<file path="src/rtl/pss_pkg.sv">
`default_nettype none
package pss_pkg;

  // fixed field widths
  localparam int unsigned SINCE_W   = 28;
  localparam int unsigned IVL_W     = 20;
  localparam int unsigned BUF_W     = 2;
  localparam int unsigned SLICE_N_W = 8;

  // reset values
  localparam logic [IVL_W-1:0]   MAX_INTERVAL_RESET = IVL_W'(1000000);
  localparam logic [SINCE_W-1:0] SINCE_MAX          = '1;
  localparam logic [BUF_W-1:0]   DRAW_BUF_RESET     = BUF_W'(0);
  localparam logic [BUF_W-1:0]   QUEUE_BUF_RESET    = BUF_W'(0);
  localparam logic [BUF_W-1:0]   FILL_BUF_RESET     = BUF_W'(1);

  // per-tick events from the slice timing to the buffer control
  typedef struct packed {
    logic strobe;
    logic reload;
  } tick_evt_t;

  // buffer that is neither drawn nor queued
  function automatic logic [BUF_W-1:0] pick_free(input logic [BUF_W-1:0] drawn,
                                                 input logic [BUF_W-1:0] queued);
    logic [BUF_W-1:0] res;
    if (drawn == BUF_W'(0) || queued == BUF_W'(0)) begin
      if (drawn == BUF_W'(1) || queued == BUF_W'(1)) begin
        res = BUF_W'(2);
      end else begin
        res = BUF_W'(1);
      end
    end else begin
      res = BUF_W'(0);
    end
    return res;
  endfunction

endpackage
`default_nettype wire

</file>
<file path="src/rtl/pss_in_if.sv">
`default_nettype none
interface pss_in_if;
  logic valid;
  logic ready;
  logic sensor_edge;
  logic fill_start;
  logic fill_done;

  modport source (output valid, output sensor_edge, output fill_start, output fill_done,
                  input ready);
  modport sink (input valid, input sensor_edge, input fill_start, input fill_done,
                output ready);
endinterface
`default_nettype wire

</file>
<file path="src/rtl/pss_out_if.sv">
`default_nettype none
interface pss_out_if;
  import pss_pkg::*;
  logic                 valid;
  logic                 ready;
  logic [SLICE_N_W-1:0] slice_number;
  logic                 draw_strobe;
  logic [BUF_W-1:0]     draw_buffer;
  logic [BUF_W-1:0]     fill_buffer;
  logic [IVL_W-1:0]     slice_interval;

  modport source (output valid, output slice_number, output draw_strobe,
                  output draw_buffer, output fill_buffer, output slice_interval,
                  input ready);
  modport sink (input valid, input slice_number, input draw_strobe,
                input draw_buffer, input fill_buffer, input slice_interval,
                output ready);
endinterface
`default_nettype wire

</file>
<file path="src/rtl/pss_cfg_if.sv">
`default_nettype none
interface pss_cfg_if;
  import pss_pkg::*;
  logic             valid;
  logic             ready;
  logic [IVL_W-1:0] data;

  modport source (output valid, output data, input ready);
  modport sink (input valid, input data, output ready);
endinterface
`default_nettype wire

</file>
<file path="src/rtl/pss_timing.sv">
`default_nettype none
module pss_timing #(
  parameter int unsigned SLICES = 224
) (
  input  wire logic                          clk,
  input  wire logic                          rst,
  input  wire logic                          en,
  input  wire logic                          sensor_edge,
  input  wire logic [pss_pkg::IVL_W-1:0]     max_interval,
  output logic      [pss_pkg::SLICE_N_W-1:0] slice_next,
  output logic      [pss_pkg::IVL_W-1:0]     interval_next,
  output pss_pkg::tick_evt_t                 evt
);
  import pss_pkg::*;

  localparam int unsigned SW = (SLICES > 1) ? $clog2(SLICES) : 1;
  localparam int unsigned QW = SINCE_W - SW + 1;
  localparam int unsigned CW = (QW > IVL_W) ? QW : IVL_W;
  localparam logic [SW-1:0] LAST = SW'(SLICES - 1);

  logic [SINCE_W-1:0] since_edge;
  logic [QW-1:0]      since_q;
  logic [SW-1:0]      since_r;
  logic [IVL_W-1:0]   interval_reg;
  logic [IVL_W-1:0]   slice_timer;
  logic [SW-1:0]      slice_reg;

  logic [SINCE_W-1:0] since_edge_next;
  logic [QW-1:0]      since_q_next;
  logic [SW-1:0]      since_r_next;
  logic [IVL_W-1:0]   slice_timer_next;
  logic [SW-1:0]      slice_reg_next;
  logic [QW-1:0]      period_q;
  logic               sat;
  logic               r_last;
  logic [IVL_W-1:0]   timer_inc;
  logic [IVL_W-1:0]   eff;

  // since_edge kept alongside its quotient and remainder by the slice count
  always_comb begin
    sat    = (since_edge == SINCE_MAX);
    r_last = (since_r == LAST);
    period_q = sat ? since_q : since_q + QW'(r_last);
    if (sensor_edge) begin
      since_edge_next = '0;
      since_q_next    = '0;
      since_r_next    = '0;
    end else if (sat) begin
      since_edge_next = since_edge;
      since_q_next    = since_q;
      since_r_next    = since_r;
    end else begin
      since_edge_next = since_edge + SINCE_W'(1);
      since_q_next    = period_q;
      since_r_next    = r_last ? '0 : since_r + SW'(1);
    end
  end

  // interval update and slice stepping
  always_comb begin
    timer_inc        = slice_timer + IVL_W'(1);
    eff              = (interval_reg == '0) ? IVL_W'(1) : interval_reg;
    interval_next    = interval_reg;
    slice_timer_next = timer_inc;
    slice_reg_next   = slice_reg;
    evt              = '0;
    if (sensor_edge) begin
      if (CW'(period_q) > CW'(max_interval)) begin
        interval_next = max_interval;
      end else begin
        interval_next = IVL_W'(period_q);
      end
      slice_timer_next = '0;
      slice_reg_next   = '0;
      evt.strobe       = 1'b1;
      evt.reload       = 1'b1;
    end else if (timer_inc >= eff) begin
      slice_timer_next = '0;
      evt.strobe       = 1'b1;
      if (slice_reg == LAST) begin
        slice_reg_next = '0;
        evt.reload     = 1'b1;
      end else begin
        slice_reg_next = slice_reg + SW'(1);
      end
    end
    slice_next = SLICE_N_W'(slice_reg_next);
  end

  // timing state
  always_ff @(posedge clk) begin
    if (rst) begin
      since_edge   <= '0;
      since_q      <= '0;
      since_r      <= '0;
      interval_reg <= MAX_INTERVAL_RESET;
      slice_timer  <= '0;
      slice_reg    <= '0;
    end else if (en) begin
      since_edge   <= since_edge_next;
      since_q      <= since_q_next;
      since_r      <= since_r_next;
      interval_reg <= interval_next;
      slice_timer  <= slice_timer_next;
      slice_reg    <= slice_reg_next;
    end
  end

endmodule
`default_nettype wire

</file>
<file path="src/rtl/pss_buffers.sv">
`default_nettype none
module pss_buffers (
  input  wire logic                      clk,
  input  wire logic                      rst,
  input  wire logic                      en,
  input  wire pss_pkg::tick_evt_t        evt,
  input  wire logic                      fill_start,
  input  wire logic                      fill_done,
  output logic      [pss_pkg::BUF_W-1:0] draw_next,
  output logic      [pss_pkg::BUF_W-1:0] fill_next
);
  import pss_pkg::*;

  logic [BUF_W-1:0] drawing_buf;
  logic [BUF_W-1:0] queued_buf;
  logic [BUF_W-1:0] loading_buf;
  logic [BUF_W-1:0] queued_next;

  // reload first, then fill start, then fill done
  always_comb begin
    draw_next   = evt.reload ? queued_buf : drawing_buf;
    fill_next   = fill_start ? pick_free(draw_next, queued_buf) : loading_buf;
    queued_next = fill_done ? fill_next : queued_buf;
  end

  // triple-buffer indices
  always_ff @(posedge clk) begin
    if (rst) begin
      drawing_buf <= DRAW_BUF_RESET;
      queued_buf  <= QUEUE_BUF_RESET;
      loading_buf <= FILL_BUF_RESET;
    end else if (en) begin
      drawing_buf <= draw_next;
      queued_buf  <= queued_next;
      loading_buf <= fill_next;
    end
  end

endmodule
`default_nettype wire

</file>
<file path="src/rtl/pov_slice_scheduler.sv">
// an accepted item passes through the input register and then the result register
// throughput: one item per cycle while the result is taken, the state update is a single pass per tick
// input register and result register both stall only when the result is not taken
// rst is synchronous: timing, buffer indices and max_interval return to reset values
`default_nettype none
module pov_slice_scheduler #(
  parameter int unsigned SLICES = 224
) (
  input wire logic   clk,
  input wire logic   rst,
  pss_in_if.sink     in_ch,
  pss_out_if.source  out_ch,
  pss_cfg_if.sink    cfg
);
  import pss_pkg::*;

  logic               in_valid;
  logic               in_edge;
  logic               in_fstart;
  logic               in_fdone;
  logic               advance;
  logic [IVL_W-1:0]   max_interval;
  logic [SLICE_N_W-1:0] slice_next;
  logic [IVL_W-1:0]   interval_next;
  logic [BUF_W-1:0]   draw_next;
  logic [BUF_W-1:0]   fill_next;
  tick_evt_t          evt;

  // handshakes
  assign advance     = in_valid && (!out_ch.valid || out_ch.ready);
  assign in_ch.ready = !in_valid || advance;
  assign cfg.ready   = 1'b1;

  // configuration register
  always_ff @(posedge clk) begin
    if (rst) begin
      max_interval <= MAX_INTERVAL_RESET;
    end else if (cfg.valid) begin
      max_interval <= cfg.data;
    end
  end

  // input register
  always_ff @(posedge clk) begin
    if (rst) begin
      in_valid <= 1'b0;
    end else if (in_ch.ready) begin
      in_valid <= in_ch.valid;
    end
  end

  always_ff @(posedge clk) begin
    if (in_ch.ready && in_ch.valid) begin
      in_edge   <= in_ch.sensor_edge;
      in_fstart <= in_ch.fill_start;
      in_fdone  <= in_ch.fill_done;
    end
  end

  pss_timing #(
    .SLICES (SLICES)
  ) u_timing (
    .clk           (clk),
    .rst           (rst),
    .en            (advance),
    .sensor_edge   (in_edge),
    .max_interval  (max_interval),
    .slice_next    (slice_next),
    .interval_next (interval_next),
    .evt           (evt)
  );

  pss_buffers u_buffers (
    .clk        (clk),
    .rst        (rst),
    .en         (advance),
    .evt        (evt),
    .fill_start (in_fstart),
    .fill_done  (in_fdone),
    .draw_next  (draw_next),
    .fill_next  (fill_next)
  );

  // result register
  always_ff @(posedge clk) begin
    if (rst) begin
      out_ch.valid <= 1'b0;
    end else if (advance) begin
      out_ch.valid <= 1'b1;
    end else if (out_ch.ready) begin
      out_ch.valid <= 1'b0;
    end
  end

  always_ff @(posedge clk) begin
    if (advance) begin
      out_ch.slice_number   <= slice_next;
      out_ch.draw_strobe    <= evt.strobe;
      out_ch.draw_buffer    <= draw_next;
      out_ch.fill_buffer    <= fill_next;
      out_ch.slice_interval <= interval_next;
    end
  end

endmodule
`default_nettype wire
</file>
<file path="src/flat_wrapper.sv">
// flat-port wrapper written by rule: the top's interface ports become plain ports
module pov_slice_scheduler_flat import pss_pkg::*;
#(
  parameter int unsigned SLICES = 224
)
  (clk, rst, in_ch_valid, in_ch_sensor_edge, in_ch_fill_start, in_ch_fill_done, in_ch_ready, out_ch_valid, out_ch_slice_number, out_ch_draw_strobe, out_ch_draw_buffer, out_ch_fill_buffer, out_ch_slice_interval, out_ch_ready, cfg_valid, cfg_data, cfg_ready);
  pss_in_if in_ch_i ();
  pss_out_if out_ch_i ();
  pss_cfg_if cfg_i ();
  input wire logic clk;
  input wire logic rst;
  input wire logic [$bits(in_ch_i.valid)-1:0] in_ch_valid;
  input wire logic [$bits(in_ch_i.sensor_edge)-1:0] in_ch_sensor_edge;
  input wire logic [$bits(in_ch_i.fill_start)-1:0] in_ch_fill_start;
  input wire logic [$bits(in_ch_i.fill_done)-1:0] in_ch_fill_done;
  output wire logic [$bits(in_ch_i.ready)-1:0] in_ch_ready;
  output wire logic [$bits(out_ch_i.valid)-1:0] out_ch_valid;
  output wire logic [$bits(out_ch_i.slice_number)-1:0] out_ch_slice_number;
  output wire logic [$bits(out_ch_i.draw_strobe)-1:0] out_ch_draw_strobe;
  output wire logic [$bits(out_ch_i.draw_buffer)-1:0] out_ch_draw_buffer;
  output wire logic [$bits(out_ch_i.fill_buffer)-1:0] out_ch_fill_buffer;
  output wire logic [$bits(out_ch_i.slice_interval)-1:0] out_ch_slice_interval;
  input wire logic [$bits(out_ch_i.ready)-1:0] out_ch_ready;
  input wire logic [$bits(cfg_i.valid)-1:0] cfg_valid;
  input wire logic [$bits(cfg_i.data)-1:0] cfg_data;
  output wire logic [$bits(cfg_i.ready)-1:0] cfg_ready;
  assign in_ch_i.valid = in_ch_valid;
  assign in_ch_i.sensor_edge = in_ch_sensor_edge;
  assign in_ch_i.fill_start = in_ch_fill_start;
  assign in_ch_i.fill_done = in_ch_fill_done;
  assign in_ch_ready = in_ch_i.ready;
  assign out_ch_valid = out_ch_i.valid;
  assign out_ch_slice_number = out_ch_i.slice_number;
  assign out_ch_draw_strobe = out_ch_i.draw_strobe;
  assign out_ch_draw_buffer = out_ch_i.draw_buffer;
  assign out_ch_fill_buffer = out_ch_i.fill_buffer;
  assign out_ch_slice_interval = out_ch_i.slice_interval;
  assign out_ch_i.ready = out_ch_ready;
  assign cfg_i.valid = cfg_valid;
  assign cfg_i.data = cfg_data;
  assign cfg_ready = cfg_i.ready;
  pov_slice_scheduler #(.SLICES(SLICES)) u_core (.clk(clk), .rst(rst), .in_ch(in_ch_i), .out_ch(out_ch_i), .cfg(cfg_i));
endmodule
</file>
<file path="config.mk">
export PLATFORM = sky130hd
export DESIGN_NAME = pov_slice_scheduler_flat
export DESIGN_NICKNAME = d
export VERILOG_FILES = /design/src/rtl/pss_pkg.sv /design/src/rtl/pss_in_if.sv /design/src/rtl/pss_out_if.sv /design/src/rtl/pss_cfg_if.sv /design/src/rtl/pss_timing.sv /design/src/rtl/pss_buffers.sv /design/src/rtl/pov_slice_scheduler.sv /design/src/flat_wrapper.sv
export SDC_FILE = /design/constraint.sdc
export NUM_CORES = 1
export LEC_CHECK = 0
export BUFFER_PORTS_ARGS = -buffer_cell sky130_fd_sc_hd__buf_2
export CORE_MARGIN = 2
export CORE_UTILIZATION = 40
export DETAILED_ROUTE_END_ITERATION = 8
export SLEW_MARGIN = 20
export SYNTH_ARGS = -nofsm -noshare
export SYNTH_HDL_FRONTEND = slang
export SYNTH_HIERARCHICAL = 1
export SYNTH_SLANG_ARGS = --single-unit
export TNS_END_PERCENT = 30
</file>
<file path="constraint.sdc">
create_clock -name clk -period 10.7 [get_ports clk]
set_clock_uncertainty 0.1 [all_clocks]
set_input_delay 1.07 -clock clk [delete_from_list [all_inputs] [get_ports clk]]
set_output_delay 1.07 -clock clk [all_outputs]
set_load 0.02 [all_outputs]
</file>
==> impl_metrics.toml, run 1 <==
[finish]
top_register = "u_core/u_timing/since_edge"
n_antenna_cell = 0
utilization_pct = 45.46
nNetsFinal = 1147
largest_reg_flops = 28
reg.largest.list = "u_core/u_timing/since_edge (28), u_core/u_timing/since_q (21)"
drive_gt1_share_pct = 11.33
num-fill-cells = 2187
area_delta_synth_final_pct = 11.76

[floorplanning]
die_area_mm2 = 0.02418
initial_utilization_pct = 40.68
rows = 55
ioPinCount = 64
die_h_um = 155.5
fp.dieW_um = 155.5
core_area_mm2 = 0.02257

[grt]
grt_pass1_vias = 7104
grt_use_total_pct = 19.63
grt_start_max_net_pins = 53
antenna_found_initial = 0
grt_pass1_wl_um = 37590
gr-total-overflow = 0

[route]
vias = 7756
firstDrtPassIters = 5
postRouteAntennaNets = 0
drc_errors = 0
routed_via_density = 5.657
wl_per_cell_um = 17.05
drt_iter0_drc = 631
drt_wl_total_um = 23370

[power]
combPwrFrac_pct = 6.5
power.clock.fraction_pct = 45.6
leakage_uw = 0.004009
swShare_pct = 24.62
internal-power_uw = 1067
p_total_uw = 1415
switchingPower_uw = 348.5
pwr-share-seq_pct = 47.9
p_per_area_mw_per_mm2 = 137.9
ir_worst_vdd_uv = 86.46

[setup_path]
crit_path_end_kind = "flip-flop"
required_ns = 10.79
slowest_delay_ns = 0.80
path_cells = "ha_1, nand2_1, or4_4, o31ai_2, nor2_1, xor2_1, ha_1, nor2b_1, o31a_1, o41ai_1, and3_4, mux2_4, mux2_2"
cp_top_family = "compound AO/OA/AOI/OAI gates"
cp_common_cell = "ha_1"
cp_num_buf_inv = 0
crit_type = "flip-flop to flip-flop"
cp-start-kind = "flip-flop"
worstPathArrival_ns = 5.55
cpMaxStageDelayCell = "o31ai_2"
worstPathMaxFanout = 48

[clocking]
hold_buffers = 0
cts_setup_buffers = 0
htreeDepth = 4
clk_latency_ns = 0.44
cts_resized = 0
clock_path_buffers = 2
cts_tree = "done"
path_clk_slew_ns = 0.07
root_buffer = "clkbuf_16"
cts_sinks = 169
numCtsBuffers = 17

[place]
dp_hpwl_um = 16420
gp_congestion = 0.8826
io_buffers = 62

[sta]
max_freq_mhz = 183.0
final.setup.tns_ns = 0
setup_viol = 0
slew-limit-headroom_pct = 30.35
slew_viol_final = 0
holdWs_ns = 0.3586
finalCritPeriodShare_pct = 51.06
finalHoldViolCount = 0
min_period_ns = 5.464
worstMarginPinSlew_ns = 1.041
rsz0062_at_grt = "no"

[logic_synthesis]
synthTopCellsByArea = "dfxtp_1 29%, edfxtp_1 12%, ha_1 6.3%"
ys_async_sr_fraction_pct = 0
ys_ff_latch = 169
ys_seq_area_share_pct = 40.77
synth_top_area_share_pct = 29.00
syn_area_per_cell_um2 = 8.871
syn-cell-area_mm2 = 0.009181
synth_fp_nets = 1109
synth_edf_count = 36
syn_inst = 1035
ys.warnings.count = 6
ys_top_cells_by_count = "133 x dfxtp_1, 104 x nor2_1, 82 x nand2_1"
synth_most_common_cell = "dfxtp_1"
synth_top_area_cell = "dfxtp_1"
synthDistinctLibCells = 73
synth_flop_cell = "dfxtp_1"

[min_path]
hold_path_class = "flip-flop to flip-flop"

[run]
maxCapViolCount = 0

[outcome]
status = "complete, no violations"
==> stage by stage <==
step           area (um^2)  setup slack [ns]  std cells
6_report             10260             5.236       1371
4_1_cts              10260             5.252       1371
3_3_place_gp          9649             5.440       1339
2_1_floorplan         9181             6.296       1035
5_1_grt              10260             4.888       1371
3_5_place_dp          9649             5.242       1339
==> tightest hold or removal path: stages, from the launching register on <==
cell     delay, ns
dfxtp_1       0.31
nand2_1       0.05
a21oi_1       0.05
==> cell type report <==
type,count,area (um^2),area share [%]
Multi-Input combinational cell,757,4947,48.21
Sequential cell,169,3744,36.48
Clock buffer,17,425.4,4.146
Timing Repair Buffer,73,395.4,3.853
Tap cell,285,356.6,3.475
Inverter,55,206.4,2.012
Clock inverter,15,186.4,1.817
==> cell families (layout without fill, tap and decap cells) <==
group,count (synthesis),in the layout,synth area share (%)
compound gates,199,199,14.75
xor+xnor,70,70,6.759
fa+ha+maj,46,46,6.269
mux,31,31,3.489
buf+inv,109,160,5.355
other cells,1,1,0.04084
simple gates,410,410,22.57
flops,169,169,40.77
==> worst paths after layout <==
| check | start | to | cells past startpoint | slack [ns] |
|---|---|---|---|---|
| setup / recovery | u_core/u_timing/since_edge[0] | u_core/out_ch.slice_interval[11] | 13 | 5.24 |
| hold reg to reg | u_core/u_buffers/loading_buf[1] | u_core/u_buffers/loading_buf[1] | 2 | 0.36 |
| setup reg to reg | u_core/u_timing/since_edge[0] | u_core/out_ch.slice_interval[11] | 13 | 5.24 |
| hold / removal | u_core/u_buffers/loading_buf[1] | u_core/u_buffers/loading_buf[1] | 2 | 0.36 |
==> power groups by stage <==
stage          clock, uW  combinational, uW  sequential, uW
2_1_floorplan          0               57.5             695
3_3_place_gp           0               92.0             692
3_5_place_dp           0               92.4             692
4_1_cts              662               92.8             678
5_1_grt              683                102             679
6_report             646               92.1             677
==> placed cells by master (no fill, tap or decap), drive strengths merged, types with 11 or more instances in the layout <==
| cell | n |
|---|---|
| a21oi | 58 |
| edfxtp | 36 |
| nand3 | 63 |
| nand4 | 41 |
| a31oi | 15 |
| nor2b | 11 |
| xor2 | 39 |
| clkbuf | 17 |
| nor3 | 26 |
| buf | 73 |
| ha | 46 |
| o21ai | 32 |
| a22oi | 13 |
| o221ai | 13 |
| nor2 | 104 |
| inv | 60 |
| or3 | 14 |
| a311oi | 13 |
| mux2i | 26 |
| xnor2 | 31 |
| dfxtp | 133 |
| nor4 | 13 |
| and3 | 17 |
| nand2 | 82 |
==> per-layer routing <==
metal  vias to the layer above  routed length, um  global-route usage (%)
met5                         -                  0                       0
li1                       3863                  -                       -
met4                         0                438                   6.029
met1                      3629              10620                   26.47
met2                       228              10960                   31.86
met3                        36               1349                   3.872
(Power assumes the default switching activity.)
==> inputs of run 2 (changes only) <==
Clock period 10.7 ns to 4.7 ns, I/O delays scaled along.
==> impl_metrics.toml, run 2 (same netlist as run 1, synthesis figures left out) <==
[setup_path]
cp_num_buf_inv = 2
required_ns = 4.77
reg2reg_slack_ns = 0.17
cp_top_family = "simple AND/OR/NAND/NOR gates"
crit_type = "flip-flop to flip-flop"
cpMaxStageDelayCell = "or4_4"
path_cells = "ha_1, nand2_1, or4_4, o31ai_2, buf_4, nor2_1, xor2_1, ha_1, nor2b_1, o31a_1, o41ai_2, and3_4, buf_12, mux2i_1, mux2i_1"
crit_path_end_kind = "flip-flop"
cp-start-kind = "flip-flop"
worstPathMaxFanout = 47
slowest_delay_ns = 0.53
worstPathArrival_ns = 4.60

[floorplanning]
fp.dieW_um = 155.5
ioPinCount = 64
initial_utilization_pct = 40.68
rows = 55
die_area_mm2 = 0.02418
die_h_um = 155.5
core_area_mm2 = 0.02257

[route]
wl_per_cell_um = 17.42
postRouteAntennaNets = 0
drc_errors = 0
maxUsedRoutingLayer = "met4"
wl_met3_um = 1168
drt_wl_total_um = 24510
met2WireLength_um = 11050
routed_via_density = 5.559
firstDrtPassIters = 5
vias = 7821
drt_iter0_drc = 672
wl_met1_um = 11790

[finish]
nNetsFinal = 1183
multiInputGateArea_mm2 = 0.004970
utilization_pct = 46.97
seq_area_mm2 = 0.003744
drive_gt1_share_pct = 14.53
reg.largest.list = "u_core/u_timing/since_edge (28), u_core/u_timing/since_q (21)"
n_antenna_cell = 0
mostFrequentLayoutCells = "133 x dfxtp_1, 104 x nor2_1, 82 x nand2_1"
final_common_cell = "dfxtp_1"
num-fill-cells = 2214
top_register = "u_core/u_timing/since_edge"
largest_reg_flops = 28
area_delta_synth_final_pct = 15.47

[clocking]
clock_path_buffers = 2
numCtsBuffers = 17
cts_tree = "done"
cts_setup_buffers = 0
clk_latency_ns = 0.43
htreeDepth = 4
path_clk_slew_ns = 0.07
root_buffer = "clkbuf_16"
cts_sinks = 169

[sta]
slew_viol_final = 0
slew-limit-headroom_pct = 29.03
setup_viol = 0
setup_slack_ns = 0.1665
finalHoldViolCount = 0
finalCritPeriodShare_pct = 96.46
worstMarginPinSlew_ns = 1.061
final.setup.tns_ns = 0
min_period_ns = 4.533
holdWs_ns = 0.1158
max_freq_mhz = 220.6

[place]
pre_cts_ws_ns = 0.2053
dp_hpwl_um = 17500
gp_congestion = 0.9100
io_buffers = 62

[power]
pwr-share-seq_pct = 47.1
ir_worst_vdd_uv = 184.2
internal-power_uw = 2500
swShare_pct = 23.79
power.clock.fraction_pct = 46.3
switchingPower_uw = 780.6
combPwrFrac_pct = 6.7
leakage_uw = 0.004221
p_per_area_mw_per_mm2 = 309.5

[grt]
grt_pass1_vias = 7114
grt_pass1_wl_um = 38310
grt_start_max_net_pins = 67
grt_use_total_pct = 20.19
antenna_found_initial = 0
gr-total-overflow = 0

[outcome]
status = "complete, no violations"

[min_path]
hold_path_class = "primary input to flip-flop"

[run]
maxCapViolCount = 0
run 2: cell types whose count changed in the layout (fill, tap and decap cells not counted), sizes merged:
cell and delta:
buf +36, clkbuf +3, inv -3, bufinv +1, clkinv -1
run 2: area by class of cell:
cell class,count,share of cell area [%]
multi-input cells,757,46.88
repair buffers,109,6.515
clock inverters,12,1.770
well taps,285,3.364
inverters,55,1.947
clock buffers,20,4.213
flip-flops and latches,169,35.31
run 2: routing by layer:
layer	vias up	GRT usage, %
met5	-	0
met4	0	6.247
met3	37	3.928
met2	180	31.42
met1	3667	28.34
li1	3937	-
run 2: power by group through the flow:
stage	registers, uW	logic [uW]	clock network, uW
global placement	1580	216	0
floorplan	1580	131	0
global route	1550	240	1610
detailed placement	1580	218	0
finish	1540	218	1520
CTS	1540	218	1560
run 2: path summary, 6_finish.rpt:
check / startpoint / end / depth (start not counted)
setup / recovery: u_core/u_timing/since_edge[0] / u_core/out_ch.slice_interval[17] / 15
hold reg to reg: u_core/u_buffers/loading_buf[1] / u_core/u_buffers/loading_buf[1] / 2
hold / removal: in_ch_fill_start / u_core/in_fstart / 1
setup reg to reg: u_core/u_timing/since_edge[0] / u_core/out_ch.slice_interval[17] / 15
run 2: what timing repair did:
action,in CTS,in global routing
hold buffers,0,0
setup endpoints to repair,0,25
gates resized for setup,0,4
run 2: per-stage QoR:
step | instance area [um^2] | cells | power [uW]
2_1_floorplan | 9181 | 1035 | 1712
3_3_place_gp | 9945 | 1375 | 1794
3_5_place_dp | 9945 | 1375 | 1795
4_1_cts | 10580 | 1407 | 3318
5_1_grt | 10600 | 1407 | 3396
6_report | 10600 | 1407 | 3281
